--- src/rtl/epf_pkg.sv ---
package epf_pkg;

	// Input word: one number to be scaled to an engineering prefix.
	typedef struct packed {
		logic [7:0]        base;
		logic signed [31:0] value;
		logic signed [7:0] exponent;
		logic [3:0]        precision;
	} in_t;

	// Result word.
	typedef struct packed {
		logic        negative;
		logic [9:0]  integer_part;
		logic [26:0] fraction;
		logic [3:0]  fraction_digits;
		logic [4:0]  prefix_index;
		logic        invalid;
	} out_t;

	// Bit-serial divider widths.
	localparam int DIVIDEND_W = 58;
	localparam int DIVISOR_W  = 32;
	localparam int QUO_W      = 27;

	typedef struct packed {
		logic                  start;
		logic [DIVIDEND_W-1:0] dividend;
		logic [DIVISOR_W-1:0]  divisor;
	} div_req_t;

	typedef struct packed {
		logic                 done;
		logic [QUO_W-1:0]     quo;
		logic [DIVISOR_W-1:0] rem;
	} div_res_t;

	typedef struct packed {
		logic        start;
		logic [26:0] value;
		logic [3:0]  digits;
	} strip_req_t;

	typedef struct packed {
		logic        done;
		logic [26:0] value;
		logic [3:0]  digits;
	} strip_res_t;

	// Base codes and prefix table limits.
	localparam logic [7:0] BASE_BIN  = 8'd2;
	localparam logic [7:0] BASE_SI   = 8'd10;
	localparam logic [3:0] STEP_BIN  = 4'd10;
	localparam logic [3:0] STEP_SI   = 4'd3;
	localparam logic [3:0] MAX_PREC  = 4'd8;
	localparam logic [4:0] ZERO_BIN  = 5'd0;
	localparam logic [4:0] ZERO_SI   = 5'd8;
	localparam logic [4:0] LAST_BIN  = 5'd8;
	localparam logic [4:0] LAST_SI   = 5'd16;
	// The exponent is biased to stay positive for the floored division by the step.
	localparam logic [9:0] EX_BIAS    = 10'd150;
	localparam logic [6:0] BIAS_Q_BIN = 7'd15;
	localparam logic [6:0] BIAS_Q_SI  = 7'd50;
	localparam logic [10:0] FULL_BIN  = 11'd1024;
	localparam logic [10:0] FULL_SI   = 11'd1000;

	// Exact division by five through the modular inverse.
	localparam logic [26:0] INV5     = 27'h4CCCCCD;
	localparam logic [26:0] DIV5_LIM = 27'd26843545;

	function automatic logic [26:0] pow10(input logic [3:0] n);
		logic [26:0] r;
		case (n)
			4'd0: r = 27'd1;
			4'd1: r = 27'd10;
			4'd2: r = 27'd100;
			4'd3: r = 27'd1000;
			4'd4: r = 27'd10000;
			4'd5: r = 27'd100000;
			4'd6: r = 27'd1000000;
			4'd7: r = 27'd10000000;
			4'd8: r = 27'd100000000;
			default: r = 27'd0;
		endcase
		return r;
	endfunction

endpackage

--- src/rtl/epf_div.sv ---
module epf_div (
	input  logic              clk,
	input  logic              arst_n,
	input  epf_pkg::div_req_t req,
	output epf_pkg::div_res_t res
);
	import epf_pkg::*;

	logic                 busy_q;
	logic [4:0]           cnt_q;
	logic [DIVISOR_W-1:0] d_q;
	logic [DIVISOR_W-1:0] r_q;
	logic [QUO_W-1:0]     sh_q;
	logic [DIVISOR_W:0]   trial;
	logic                 ge;

	// One quotient bit per cycle: shift in the next dividend bit and try a subtract.
	assign trial = {r_q, sh_q[QUO_W-1]};
	assign ge    = trial >= {1'b0, d_q};

	always_ff @(posedge clk or negedge arst_n) begin
		if (!arst_n) begin
			busy_q <= 1'b0;
			cnt_q  <= '0;
		end else if (req.start) begin
			busy_q <= 1'b1;
			cnt_q  <= 5'(QUO_W);
		end else if (busy_q) begin
			if (cnt_q == 5'd0) begin
				busy_q <= 1'b0;
			end else begin
				cnt_q <= cnt_q - 5'd1;
			end
		end
	end

	// The quotient is known to fit, so the upper dividend bits start as the remainder.
	always_ff @(posedge clk) begin
		if (req.start) begin
			d_q  <= req.divisor;
			r_q  <= {1'b0, req.dividend[DIVIDEND_W-1:QUO_W]};
			sh_q <= req.dividend[QUO_W-1:0];
		end else if (busy_q && cnt_q != 5'd0) begin
			r_q  <= ge ? DIVISOR_W'(trial - {1'b0, d_q}) : trial[DIVISOR_W-1:0];
			sh_q <= {sh_q[QUO_W-2:0], ge};
		end
	end

	assign res.done = busy_q && cnt_q == 5'd0;
	assign res.quo  = sh_q;
	assign res.rem  = r_q;

endmodule

--- src/rtl/epf_strip.sv ---
module epf_strip (
	input  logic                clk,
	input  logic                arst_n,
	input  epf_pkg::strip_req_t req,
	output epf_pkg::strip_res_t res
);
	import epf_pkg::*;

	logic        busy_q;
	logic [26:0] val_q;
	logic [3:0]  dig_q;
	logic [26:0] half;
	logic [53:0] prod;
	logic [26:0] quot;
	logic        can;

	// A value ends in a decimal zero when it is even and its half is a multiple of five.
	assign half = {1'b0, val_q[26:1]};
	assign prod = half * INV5;
	assign quot = prod[26:0];
	assign can  = val_q != 27'd0 && !val_q[0] && quot <= DIV5_LIM;

	always_ff @(posedge clk or negedge arst_n) begin
		if (!arst_n) begin
			busy_q <= 1'b0;
		end else if (req.start) begin
			busy_q <= 1'b1;
		end else if (busy_q && !can) begin
			busy_q <= 1'b0;
		end
	end

	// Drop one trailing zero digit per cycle.
	always_ff @(posedge clk) begin
		if (req.start) begin
			val_q <= req.value;
			dig_q <= req.digits;
		end else if (busy_q && can) begin
			val_q <= quot;
			dig_q <= dig_q - 4'd1;
		end
	end

	assign res.done   = busy_q && !can;
	assign res.value  = val_q;
	assign res.digits = (val_q == 27'd0) ? 4'd0 : dig_q;

endmodule

--- src/rtl/engineering_prefix_formatter.sv ---
// Channel | Direction | Handshake           | Word
// in      | input     | in_valid / in_ready | in_data   (epf_pkg::in_t)
// out     | output    | out_valid/out_ready | out_data  (epf_pkg::out_t)
//
// One word at a time; the time from acceptance to a valid result is set by the
// serial steps: a power search (one step per digit of the magnitude), three passes of
// the bit-serial divider (27 quotient bits each), up to nine multiply-by-base steps,
// up to eight multiply-by-ten steps and up to seven trailing-zero steps.
// A bad base or precision goes straight to the done state. The next word is taken in idle.
// Reset clears the sequencer and the output valid; no clearing pass.
// A result waiting on out_ready holds the finished word; a new word is taken meanwhile,
// and its result waits in the last state until the output register is free.
module engineering_prefix_formatter (
	input  logic          clk,
	input  logic          arst_n,
	input  logic          in_valid,
	output logic          in_ready,
	input  epf_pkg::in_t  in_data,
	output logic          out_valid,
	input  logic          out_ready,
	output epf_pkg::out_t out_data
);
	import epf_pkg::*;

	typedef enum logic [8:0] {
		S_IDLE  = 9'b000000001,
		S_LOG   = 9'b000000010,
		S_MOD   = 9'b000000100,
		S_SCALE = 9'b000001000,
		S_DIV1  = 9'b000010000,
		S_MUL   = 9'b000100000,
		S_DIV2  = 9'b001000000,
		S_STRIP = 9'b010000000,
		S_DONE  = 9'b100000000
	} state_t;

	state_t             state_q;
	logic               si_q;
	logic               neg_q;
	logic signed [7:0]  y_q;
	logic [3:0]         prec_q;
	logic [40:0]        mag_q;
	logic [31:0]        pw_q;
	logic [4:0]         dv_q;
	logic [4:0]         cnt_q;
	logic               up_q;
	logic [6:0]         qx_q;
	logic [9:0]         ipart_q;
	logic [57:0]        num_q;
	logic               carry_q;
	out_t               res_q;
	logic               out_valid_q;
	out_t               out_q;

	div_req_t           dreq;
	div_res_t           dres;
	strip_req_t         sreq;
	strip_res_t         sres;

	logic [31:0]        mag_in;
	logic               bad_in;
	logic [35:0]        pw_next;
	logic signed [9:0]  ex10;
	logic [9:0]         ex_b;
	logic signed [5:0]  dv2;
	logic               rnd;
	logic [26:0]        fp;
	logic [10:0]        ip1;
	logic signed [8:0]  idx_s;
	logic [4:0]         last_idx;

	epf_div u_div (
		.clk    (clk),
		.arst_n (arst_n),
		.req    (dreq),
		.res    (dres)
	);

	epf_strip u_strip (
		.clk    (clk),
		.arst_n (arst_n),
		.req    (sreq),
		.res    (sres)
	);

	// Input decode.
	assign mag_in = in_data.value[31] ? (~in_data.value + 32'd1) : in_data.value;
	assign bad_in = in_data.precision > MAX_PREC ||
		(in_data.base != BASE_BIN && in_data.base != BASE_SI);

	// Next power of the base during the digit-count search.
	assign pw_next = si_q ? (({4'b0, pw_q} << 3) + ({4'b0, pw_q} << 1)) : ({4'b0, pw_q} << 1);

	// Biased exponent of the leading digit, floored later by the step.
	assign ex10 = $signed({5'b0, dv_q}) + $signed({{2{y_q[7]}}, y_q});
	assign ex_b = 10'(ex10 + $signed(EX_BIAS));
	assign dv2  = $signed({1'b0, dv_q}) - $signed({2'b0, dres.rem[3:0]});

	// Round half up on the next fraction digit, then the carry into the integer part.
	assign rnd = {dres.rem, 1'b0} >= {1'b0, pw_q};
	assign fp  = dres.quo + 27'(rnd);
	assign ip1 = {1'b0, ipart_q} + 11'd1;

	// Prefix index from the floored exponent quotient.
	assign idx_s = $signed({2'b0, qx_q}) + $signed({8'b0, carry_q})
		+ $signed({4'b0, (si_q ? ZERO_SI : ZERO_BIN)})
		- $signed({2'b0, (si_q ? BIAS_Q_SI : BIAS_Q_BIN)});
	assign last_idx = si_q ? LAST_SI : LAST_BIN;

	// Requests to the shared divider and the zero stripper.
	always_comb begin
		dreq = '0;
		sreq = '0;
		case (state_q)
			S_LOG: begin
				if ({4'b0, pw_next} > {8'b0, mag_q[31:0]}) begin
					dreq.start    = 1'b1;
					dreq.dividend = {49'b0, ex_b[8:0]};
					dreq.divisor  = {28'b0, (si_q ? STEP_SI : STEP_BIN)};
				end
			end
			S_SCALE: begin
				if (cnt_q == 5'd0) begin
					dreq.start    = 1'b1;
					dreq.dividend = {17'b0, mag_q};
					dreq.divisor  = pw_q;
				end
			end
			S_MUL: begin
				if (cnt_q == 5'd0) begin
					dreq.start    = 1'b1;
					dreq.dividend = num_q;
					dreq.divisor  = pw_q;
				end
			end
			S_DIV2: begin
				if (dres.done) begin
					sreq.start  = 1'b1;
					sreq.value  = (fp == pow10(prec_q)) ? 27'd0 : fp;
					sreq.digits = prec_q;
				end
			end
			default: begin
			end
		endcase
	end

	// Sequencer.
	always_ff @(posedge clk or negedge arst_n) begin
		if (!arst_n) begin
			state_q <= S_IDLE;
		end else begin
			case (state_q)
				S_IDLE: begin
					if (in_valid) begin
						state_q <= bad_in ? S_DONE : S_LOG;
					end
				end
				S_LOG: begin
					if (dreq.start) begin
						state_q <= S_MOD;
					end
				end
				S_MOD: begin
					if (dres.done) begin
						state_q <= S_SCALE;
					end
				end
				S_SCALE: begin
					if (cnt_q == 5'd0) begin
						state_q <= S_DIV1;
					end
				end
				S_DIV1: begin
					if (dres.done) begin
						state_q <= S_MUL;
					end
				end
				S_MUL: begin
					if (cnt_q == 5'd0) begin
						state_q <= S_DIV2;
					end
				end
				S_DIV2: begin
					if (dres.done) begin
						state_q <= S_STRIP;
					end
				end
				S_STRIP: begin
					if (sres.done) begin
						state_q <= S_DONE;
					end
				end
				S_DONE: begin
					if (!out_valid_q || out_ready) begin
						state_q <= S_IDLE;
					end
				end
				default: begin
					state_q <= S_IDLE;
				end
			endcase
		end
	end

	// Output valid is set when a finished word moves out and cleared when it is taken.
	always_ff @(posedge clk or negedge arst_n) begin
		if (!arst_n) begin
			out_valid_q <= 1'b0;
		end else if (state_q == S_DONE && (!out_valid_q || out_ready)) begin
			out_valid_q <= 1'b1;
		end else if (out_ready) begin
			out_valid_q <= 1'b0;
		end
	end

	// Working registers.
	always_ff @(posedge clk) begin
		case (state_q)
			S_IDLE: begin
				si_q    <= in_data.base == BASE_SI;
				neg_q   <= in_data.value[31];
				y_q     <= in_data.exponent;
				prec_q  <= in_data.precision;
				mag_q   <= {9'b0, mag_in};
				pw_q    <= 32'd1;
				dv_q    <= 5'd0;
				carry_q <= 1'b0;
				res_q   <= '{invalid: 1'b1, default: '0};
			end
			S_LOG: begin
				if (!dreq.start) begin
					pw_q <= pw_next[31:0];
					dv_q <= dv_q + 5'd1;
				end
			end
			S_MOD: begin
				if (dres.done) begin
					qx_q <= dres.quo[6:0];
					if (dv2 < 0) begin
						pw_q  <= 32'd1;
						cnt_q <= 5'(-dv2);
						up_q  <= 1'b1;
					end else if (!si_q) begin
						pw_q  <= 32'd1 << dv2[4:0];
						cnt_q <= 5'd0;
						up_q  <= 1'b0;
					end else begin
						pw_q  <= 32'd1;
						cnt_q <= dv2[4:0];
						up_q  <= 1'b0;
					end
				end
			end
			S_SCALE: begin
				if (cnt_q != 5'd0) begin
					cnt_q <= cnt_q - 5'd1;
					if (up_q) begin
						mag_q <= si_q ? ((mag_q << 3) + (mag_q << 1)) : (mag_q << 1);
					end else begin
						pw_q <= si_q ? ((pw_q << 3) + (pw_q << 1)) : (pw_q << 1);
					end
				end
			end
			S_DIV1: begin
				if (dres.done) begin
					ipart_q <= dres.quo[9:0];
					num_q   <= {26'b0, dres.rem};
					cnt_q   <= {1'b0, prec_q};
				end
			end
			S_MUL: begin
				if (cnt_q != 5'd0) begin
					cnt_q <= cnt_q - 5'd1;
					num_q <= (num_q << 3) + (num_q << 1);
				end
			end
			S_DIV2: begin
				if (dres.done && fp == pow10(prec_q)) begin
					if (ip1 == (si_q ? FULL_SI : FULL_BIN)) begin
						ipart_q <= 10'd1;
						carry_q <= 1'b1;
					end else begin
						ipart_q <= ip1[9:0];
					end
				end
			end
			S_STRIP: begin
				if (sres.done) begin
					if (idx_s < 0 || idx_s > $signed({4'b0, last_idx})) begin
						res_q <= '{invalid: 1'b1, default: '0};
					end else begin
						res_q.negative        <= neg_q;
						res_q.integer_part    <= ipart_q;
						res_q.fraction        <= sres.value;
						res_q.fraction_digits <= sres.digits;
						res_q.prefix_index    <= idx_s[4:0];
						res_q.invalid         <= 1'b0;
					end
				end
			end
			default: begin
			end
		endcase
	end

	// Output register.
	always_ff @(posedge clk) begin
		if (state_q == S_DONE && (!out_valid_q || out_ready)) begin
			out_q <= res_q;
		end
	end

	assign in_ready  = state_q == S_IDLE;
	assign out_valid = out_valid_q;
	assign out_data  = out_q;

endmodule

--- config.mk ---
export PLATFORM = sky130hd
export DESIGN_NAME = engineering_prefix_formatter
export DESIGN_NICKNAME = d
export VERILOG_FILES = /design/src/rtl/epf_pkg.sv /design/src/rtl/epf_div.sv /design/src/rtl/epf_strip.sv /design/src/rtl/engineering_prefix_formatter.sv
export SDC_FILE = /design/constraint.sdc
export NUM_CORES = 2
export LEC_CHECK = 0
export BUFFER_PORTS_ARGS = -buffer_cell sky130_fd_sc_hd__clkbuf_2
export CAP_MARGIN = 20
export CORE_UTILIZATION = 50
export DETAILED_ROUTE_END_ITERATION = 10
export PLACE_DENSITY_LB_ADDON = 0.08
export SYNTH_ARGS = -nofsm -noshare
export SYNTH_HDL_FRONTEND = slang
export SYNTH_SLANG_ARGS = --single-unit
--- constraint.sdc ---
create_clock -name clk -period 9.4 [get_ports clk]
set_input_delay 1.41 -clock clk [delete_from_list [all_inputs] [get_ports clk]]
set_output_delay 1.41 -clock clk [all_outputs]
set_load 0.05 [all_outputs]
## Yosys cells after proc, flatten, opt, wreduce, memory -nomap -nowiden

Memories as Yosys holds them, arrays and structs flattened. A register that Yosys moved wholly into a read port is not among the register bits.
Cells that the tools add are included.

- Register bits after elaboration: 409
- ROM bits: 800
- Input bits: 56
- Output and inout port bits: 50
- Logic and storage cells: 231
- Memories kept: 2

- $add $sub $neg: 19
- Multipliers: 1
- Order comparisons: 8
- Eq/ne operators: 33
- Shift-type cells: 1
- Muxes and demuxes: 84
- Bitwise logic cells: 1
- Reduce and logical (&&, ||, !) cells: 46

Memory list:

| name | words | bits a word | rd ports | clocked after memory_dff | wr ports | line | text |
|---|---|---|---|---|---|---|---|
| (no name shown) | 16 | 25 | 1 | 1 | 0 | epf_pkg.sv:73 | `case (n)` |
| (no name shown) | 16 | 25 | 1 | 1 | 0 | epf_pkg.sv:73 |  |

Operators with widths:

| cell | count |
|---|---|
| $mux 32 | 11 |
| $mux 91 | 3 |
| $pmux 91 s3 | 1 |
| $mux 27 | 8 |
| $pmux 32 s4 | 1 |
| $mux 41 | 3 |
| $mux 58 | 2 |
| $pmux 58 s2 | 1 |
| $mux 48 | 2 |
| $pmux 48 s2 | 1 |
| $mux 9 | 10 |
| $pmux 41 s2 | 1 |
| $pmux 9 s9 | 1 |
| $ge 33x32->1 | 2 |
| $mux 31 | 2 |
| $add 58x58->58 | 1 |
| $eq 27x27->1 | 2 |
| $mux 5 | 10 |
| $add 41x41->41 | 1 |
| $add 35x33->36 | 1 |
| $gt 36x32->1 | 1 |
| $mux 36 | 1 |
| $add 32x1->32 const B | 1 |
| $add 32x32->32 | 1 |
| other kinds (61) | 125 |

## Longest topological paths before layout

- Depth in word-level cells: 9
- Gate-level depth with buffers: 27
- Mapped depth without buffers: 26

## By module

From an unflattened synthesis, not the netlist that was laid out.

- Cells, all modules: 3856
- Area total of the unflattened synthesis: 36678.9 µm²

By module, submodules not included:

| module | times used | cells each | area an instance (µm²) |
|---|---|---|---|
| engineering_prefix_formatter | 1 | 2560 | 23488.8 |
| epf_strip | 1 | 734 | 7119.3 |
| epf_div | 1 | 562 | 6070.8 |

## Worst setup path before layout

Ideal clock, no wire load.

- Path kind: reg-to-reg
- From: reg u_strip.val_q[7]
- To: reg res_q[0] (netlist bit) (enable)
- Library setup time: 520 ps
- Arrival: 9114 ps
- Required time: 8880 ps
- Path slack: -234 ps
- Stages on the path, launching flop included: 23
- Period minus slack after synthesis: 9634 ps
- Path through: edfxtp_1 -> inv_1 -> ha_1 -> fa_1 -> inv_1 -> fa_1 -> inv_1 -> fa_1 -> inv_1 -> fa_1 -> fa_1 -> inv_1 -> fa_1 -> inv_1 -> ha_1 -> a21o_1 -> nor4_1 -> nand3b_1 -> a2111oi_0 -> or3_1 -> nor2_1 -> and2_1 -> o21ai_0

- Word-level cells in the longest chain between the ends: 7
- Elaborated cells on any way between the ends: 9

RTL lines:

| what | line | text |
|---|---|---|
| start: declaration | epf_strip.sv:10 | `logic [26:0] val_q;` |
| start signal: assignment | epf_strip.sv:36 | `val_q <= req.value;` |
| start signal: assignment | epf_strip.sv:39 | `val_q <= quot;` |
| $mul 26x27->27 or $reduce_bool 27->1 (tied branches) | epf_strip.sv:19, epf_strip.sv:21 |  |
| $le 27x25->1 or $logic_and 1x1->1 (tied branches) | epf_strip.sv:21 | `assign can = val_q != 27'd0 && !val_q[0] && quot <= DIV5_LIM;` |
| $logic_and 1x1->1 (*) | epf_strip.sv:21 |  |
| $logic_not 1->1 (*) | epf_strip.sv:44 | `assign res.done = busy_q && !can;` |
| $logic_and 1x1->1 (*) | epf_strip.sv:44 |  |
| $ne 2x2->1 (no source line) (*) | - |  |
| $reduce_and 2->1 (no source line) (*) | - |  |
| end: declaration | engineering_prefix_formatter.sv:51 | `out_t res_q;` |

Mark *: on every way between the ends. The rest lies on a longest branch, timed or not.
A chain may end at the register's enable or synchronous reset.

## Final worst setup path

- From: reg u_strip.val_q[3]
- To: reg res_q[34] (netlist bit) (enable)

The elaborated chain is that of the path after synthesis.

==> summary by stage <==
Status
The run finished with clean final reports.

Placed design
The global placement routability congestion is 0.950. At the placement stage, the worst setup path has a slack of 1550 ps. The number of instances in the placed design is 4614. Once detailed placement completed, the half-perimeter wirelength came to 82200 um. The count of buffers added on input and output ports is 105.

STA
The headroom to the max-slew limit is 0.279. The hold violation count in the final report is 0. The post-route fraction of the period consumed by the critical path is 0.830. The total negative slack for setup checks is 0 ps. The final hold slack is 411 ps. The least setup slack across all paths after layout is 1600 ps. Setup repair after global routing left no endpoint under its margin. Clock skew on the completed layout was measured at 24.6 ps. The final max-slew violation count is 0. The clock period minus worst slack is 7800 ps. For the pin with the worst max-slew slack, the measured transition is 1070 ps.

Setup violations remaining at the end of the flow were counted as 0. The achievable frequency is 128 MHz.

Worst setup path
The signal arrival time at the worst endpoint is 8100 ps. The number of cells on the worst reg-to-reg path is 23. The total number of cells along the worst setup path is 23.

The count of buffer and inverter cells on the critical path is 7. Grouping stages by cell kind, the critical path spends the most delay in adder cells. The critical path goes through ha_1 -> inv_1 -> fa_1 -> inv_1 -> fa_1 -> inv_1 -> fa_1 -> inv_1 -> fa_1 -> fa_1 -> inv_1 -> fa_1 -> inv_1 -> ha_1 -> a21o_1 -> nor4_1 -> nand3b_1 -> a2111oi_0 -> or3_1 -> nor2_1 -> and2_1 -> o21ai_4 -> buf_4. In this design, the stage delay of the slowest critical-path cell is 770 ps. The category of the worst setup path launch point is a register.

On the critical path, the stage with the largest delay is an instance of sky130_fd_sc_hd__o21ai_4. STA puts the critical path data required time at 9700 ps. The worst setup path is captured at a register.

In this run the worst path has a maximum fanout of 29. By startpoint and endpoint, the worst setup path is classified as register to register.

Clock network
The post-cts sizing count is 0. The TritonCTS sink count is 429. In this run, CTS created clock tree buffers numbering 51. After clock tree synthesis, the clock-pin slew on the worst setup and hold paths is 60 ps. In this run the post-CTS setup repair buffer count came out at 0. The H-tree generated during clock tree synthesis spans 2 levels. The number of buffers on the longest clock path is 3. The clock latency on the worst-skew pair is 630 ps. TritonCTS built the clock tree. After clock tree synthesis, the flow added hold-fix buffers numbering 0. Clock tree synthesis selected as its root buffer the cell sky130_fd_sc_hd__clkbuf_16.

Yosys
The number of different library cells in the post-synthesis netlist is 89. The leading register cell type out of synthesis is sky130_fd_sc_hd__edfxtp_1. The number of enable flip-flop cells after synthesis is 391.

The number of standard cells after synthesis is 3658. Synthesis produced a netlist with a net count of 4219. In this run the mean area of a mapped cell was 9.59 um2. The post-synthesis cell area is 35100 um2. The count of synthesis-stage warnings from yosys is 0.

The proportion of synthesized chip area in sequential cells is 0.359. The synthesized design contains 429 register bits. The share of async-settable or async-resettable flops after synthesis is 0.0396.

Hold path
The path class of the tightest hold or removal check is register to register. Counting instances, the worst hold path has a depth of 0.

GRT
For this run, global-route usage on met1 was measured as 0.372. The pin count of the biggest net entering global routing is 104. After global routing the overflow that remains totals 0. The busiest metal layer after global routing is met2. Across every metal layer, demand over resource in global routing totals 0.299. The via count of the first global-routing pass is 27.7k. The first global-routing pass estimated 163000 um of wire. For met2 alone, demand over resource in global routing was 0.509. For this run, global-route usage on met3 was measured as 0.0379.

The number of antenna violations at the first check in global routing is 2.

Detailed routing
Summing over every cut layer, the via total after detailed routing is 27.8k. The via count normalized by instance count is 5.90. Summed over all layers, the routed wires come to 105000 um. The final routed DRC violation total is 0.

The detailed router finished its first iteration with 2187 violations. Before antenna repair, the detailed router went through 5 iterations. After detailed routing, the average wire length per cell comes to 22.4 um. The post-route antenna net violation count is 0.

Layout
The final cell count without fillers is 4710. The final core area utilization is 0.560. The count of nets after finishing is 4298. The fraction of final layout cells with drive strength greater than 1 is 0.0723. The synthesis-to-finish area growth is 10.1%.

Die
The placeable core region is 68900 um2. The floorplan step set the die height to 267 um. The overall die width is 267 um. The floorplan step defined a die boundary enclosing 71200 um2. 106 I/O pins were placed. The initial cell density of the core is 0.509. The row count is 96.

Power and ir drop
The cell leakage power is 0.0168 uW. The peak ir drop on the vdd network is 0.161 mV. The total power divided by cell area is 271 nW/um2.

Flow run
Max-cap violations in this run came to 0.
[registers in the layout, summed over array words and instances (netlist names), 7 cells and up, named ones only]
register       flops
state_q            9
mag_q             41
u_div.r_q         32
qx_q               7
u_strip.val_q     27
out_data          48
u_div.d_q         32
res_q             48
num_q             58
ipart_q           10
u_div.sh_q        27
pw_q              32
y_q                8
[where the power goes]
part           leakage (uW)  total, uW  internal [uW]  switching, uW
clock              0.000929       2320           1420            898
sequential          0.00417       3220           2710            516
combinational        0.0117       4940           1880           3050
[worst reg2reg max path: stages, from the launching register on]
cell                        delay, ps
sky130_fd_sc_hd__edfxtp_1         510
sky130_fd_sc_hd__ha_1             360
sky130_fd_sc_hd__inv_1             50
sky130_fd_sc_hd__fa_1             480
sky130_fd_sc_hd__inv_1            100
sky130_fd_sc_hd__fa_1             500
sky130_fd_sc_hd__inv_1            130
sky130_fd_sc_hd__fa_1             570
sky130_fd_sc_hd__inv_1             50
sky130_fd_sc_hd__fa_1             480
sky130_fd_sc_hd__fa_1             560
sky130_fd_sc_hd__inv_1             60
sky130_fd_sc_hd__fa_1             530
sky130_fd_sc_hd__inv_1             40
sky130_fd_sc_hd__ha_1             330
sky130_fd_sc_hd__a21o_1           230
sky130_fd_sc_hd__nor4_1           230
sky130_fd_sc_hd__nand3b_1         180
sky130_fd_sc_hd__a2111oi_0        390
sky130_fd_sc_hd__or3_1            180
sky130_fd_sc_hd__nor2_1            60
sky130_fd_sc_hd__and2_1           250
sky130_fd_sc_hd__o21ai_4          780
sky130_fd_sc_hd__buf_4            410
[routing by layer]
layer	wire [um]	vias to the layer above	part of all wire
met5	13	-	0.00012
met2	50600	813	0.48
met4	5580	2	0.053
met3	5340	200	0.051
met1	43800	13479	0.42
li1	-	13301	-
[cell usage in the layout (no fill, tap or decap), drive strengths merged, types with 15 or more instances in the layout]
cell / count
ha: 407
edfxtp: 391
inv: 389
nand2: 314
nor2: 231
o21ai: 231
a21oi: 225
xnor2: 165
clkbuf: 161
a21o: 137
xor2: 101
fa: 98
nand3: 81
and2: 65
nor3: 48
o31ai: 46
nand4: 43
a22oi: 41
and3: 40
nor2b: 37
o21a: 36
mux2i: 32
nand2b: 31
a211oi: 29
buf: 28
o21bai: 25
a31oi: 23
dfxtp: 21
nor4: 21
or3: 19
o211ai: 17
dfrtp: 16
bufinv: 15
clkinv: 15
[metrics by stage]
step / instance area [um2] / total power [uW]
3_3_place_gp: 36600 / 7970
6_report: 38600 / 10500
2_1_floorplan: 35100 / 6610
4_1_cts: 38600 / 10500
5_1_grt: 38600 / 11100
3_5_place_dp: 36600 / 8100
[Yosys cell counts, types with 8 or more instances]
| library cell | instances | area share |
|---|---|---|
| sky130_fd_sc_hd__xor2_1 | 101 | 0.025 |
| sky130_fd_sc_hd__nor4_1 | 21 | 0.0037 |
| sky130_fd_sc_hd__nand2_1 | 313 | 0.034 |
| sky130_fd_sc_hd__o31ai_1 | 46 | 0.0098 |
| sky130_fd_sc_hd__xnor2_1 | 165 | 0.041 |
| sky130_fd_sc_hd__o21bai_1 | 25 | 0.0054 |
| sky130_fd_sc_hd__nor2_1 | 231 | 0.025 |
| sky130_fd_sc_hd__buf_1 | 12 | 0.0013 |
| sky130_fd_sc_hd__or3_1 | 19 | 0.0034 |
| sky130_fd_sc_hd__a21oi_1 | 224 | 0.032 |
| sky130_fd_sc_hd__nand4_1 | 43 | 0.0077 |
| sky130_fd_sc_hd__o21ai_1 | 20 | 0.0029 |
| sky130_fd_sc_hd__nor3b_1 | 11 | 0.0024 |
| sky130_fd_sc_hd__nand3_1 | 81 | 0.012 |
| sky130_fd_sc_hd__a21o_1 | 136 | 0.029 |
| sky130_fd_sc_hd__ha_1 | 407 | 0.15 |
| sky130_fd_sc_hd__and2_1 | 63 | 0.011 |
| sky130_fd_sc_hd__nand2b_1 | 31 | 0.0055 |
| sky130_fd_sc_hd__a31oi_1 | 23 | 0.0041 |
| sky130_fd_sc_hd__dfxtp_1 | 21 | 0.012 |
| sky130_fd_sc_hd__o22ai_1 | 9 | 0.0016 |
| sky130_fd_sc_hd__nor3_1 | 47 | 0.0067 |
| sky130_fd_sc_hd__inv_1 | 385 | 0.041 |
| sky130_fd_sc_hd__a221oi_1 | 12 | 0.0030 |
| sky130_fd_sc_hd__nor2b_1 | 37 | 0.0066 |
| sky130_fd_sc_hd__and3_1 | 40 | 0.0071 |
| sky130_fd_sc_hd__o211ai_1 | 17 | 0.0036 |
| sky130_fd_sc_hd__o31a_1 | 11 | 0.0027 |
| sky130_fd_sc_hd__o21ai_0 | 210 | 0.030 |
| sky130_fd_sc_hd__o2bb2ai_1 | 8 | 0.0020 |
| sky130_fd_sc_hd__dfrtp_1 | 16 | 0.011 |
| sky130_fd_sc_hd__or2_2 | 12 | 0.0021 |
| sky130_fd_sc_hd__or4_1 | 10 | 0.0021 |
| sky130_fd_sc_hd__mux2i_1 | 32 | 0.0091 |
| sky130_fd_sc_hd__clkbuf_1 | 85 | 0.0091 |
| sky130_fd_sc_hd__o21a_1 | 36 | 0.0077 |
| sky130_fd_sc_hd__edfxtp_1 | 391 | 0.33 |
| sky130_fd_sc_hd__nand3b_1 | 11 | 0.0024 |
| sky130_fd_sc_hd__a22oi_1 | 41 | 0.0088 |
| sky130_fd_sc_hd__fa_1 | 98 | 0.056 |
| sky130_fd_sc_hd__a211oi_1 | 29 | 0.0062 |
[final timing paths]
check | start | endpoint | slack [ps]
worst min-delay path | res_q[17]$_SDFFCE_PP0P_ | out_data[17]$_DFFE_PP_ | 410
worst max register to register | u_strip.val_q[3]$_DFFE_PP_ | res_q[34]$_SDFFCE_PP0P_ | 1600
max in group asynchronous | arst_n | u_strip.busy_q$_DFFE_PN0P_ | 8270
worst max-delay path | u_strip.val_q[3]$_DFFE_PP_ | res_q[34]$_SDFFCE_PP0P_ | 1600
min in group asynchronous | arst_n | u_div.cnt_q[0]$_DFFE_PN0P_ | 750
worst min register to register | res_q[17]$_SDFFCE_PP0P_ | out_data[17]$_DFFE_PP_ | 410
[logic make-up after synthesis]
kind of cell | count (synthesis) | share of synthesized area
DFF | 429 | 0.359
muxes | 35 | 0.0101
and+or+nand+nor | 994 | 0.137
xor gates and xnor gates | 266 | 0.0664
AOI/OAI and AO/OA | 935 | 0.172
adders and majority gates | 505 | 0.201
buffers and inverters | 494 | 0.0538
[area by class of cell]
| type | count | area, um2 |
|---|---|---|
| diodes | 1 | 2.50 |
| clock buffers | 56 | 1290 |
| clock inverters | 38 | 649 |
| fillers | 6281 | 30300 |
| inverters | 387 | 1450 |
| multi-input cells | 2735 | 20700 |
| flip-flops and latches | 429 | 12600 |
| well taps | 931 | 1160 |
| repair buffers | 133 | 768 |
No activity file was read; power rests on OpenSTA's default activity.
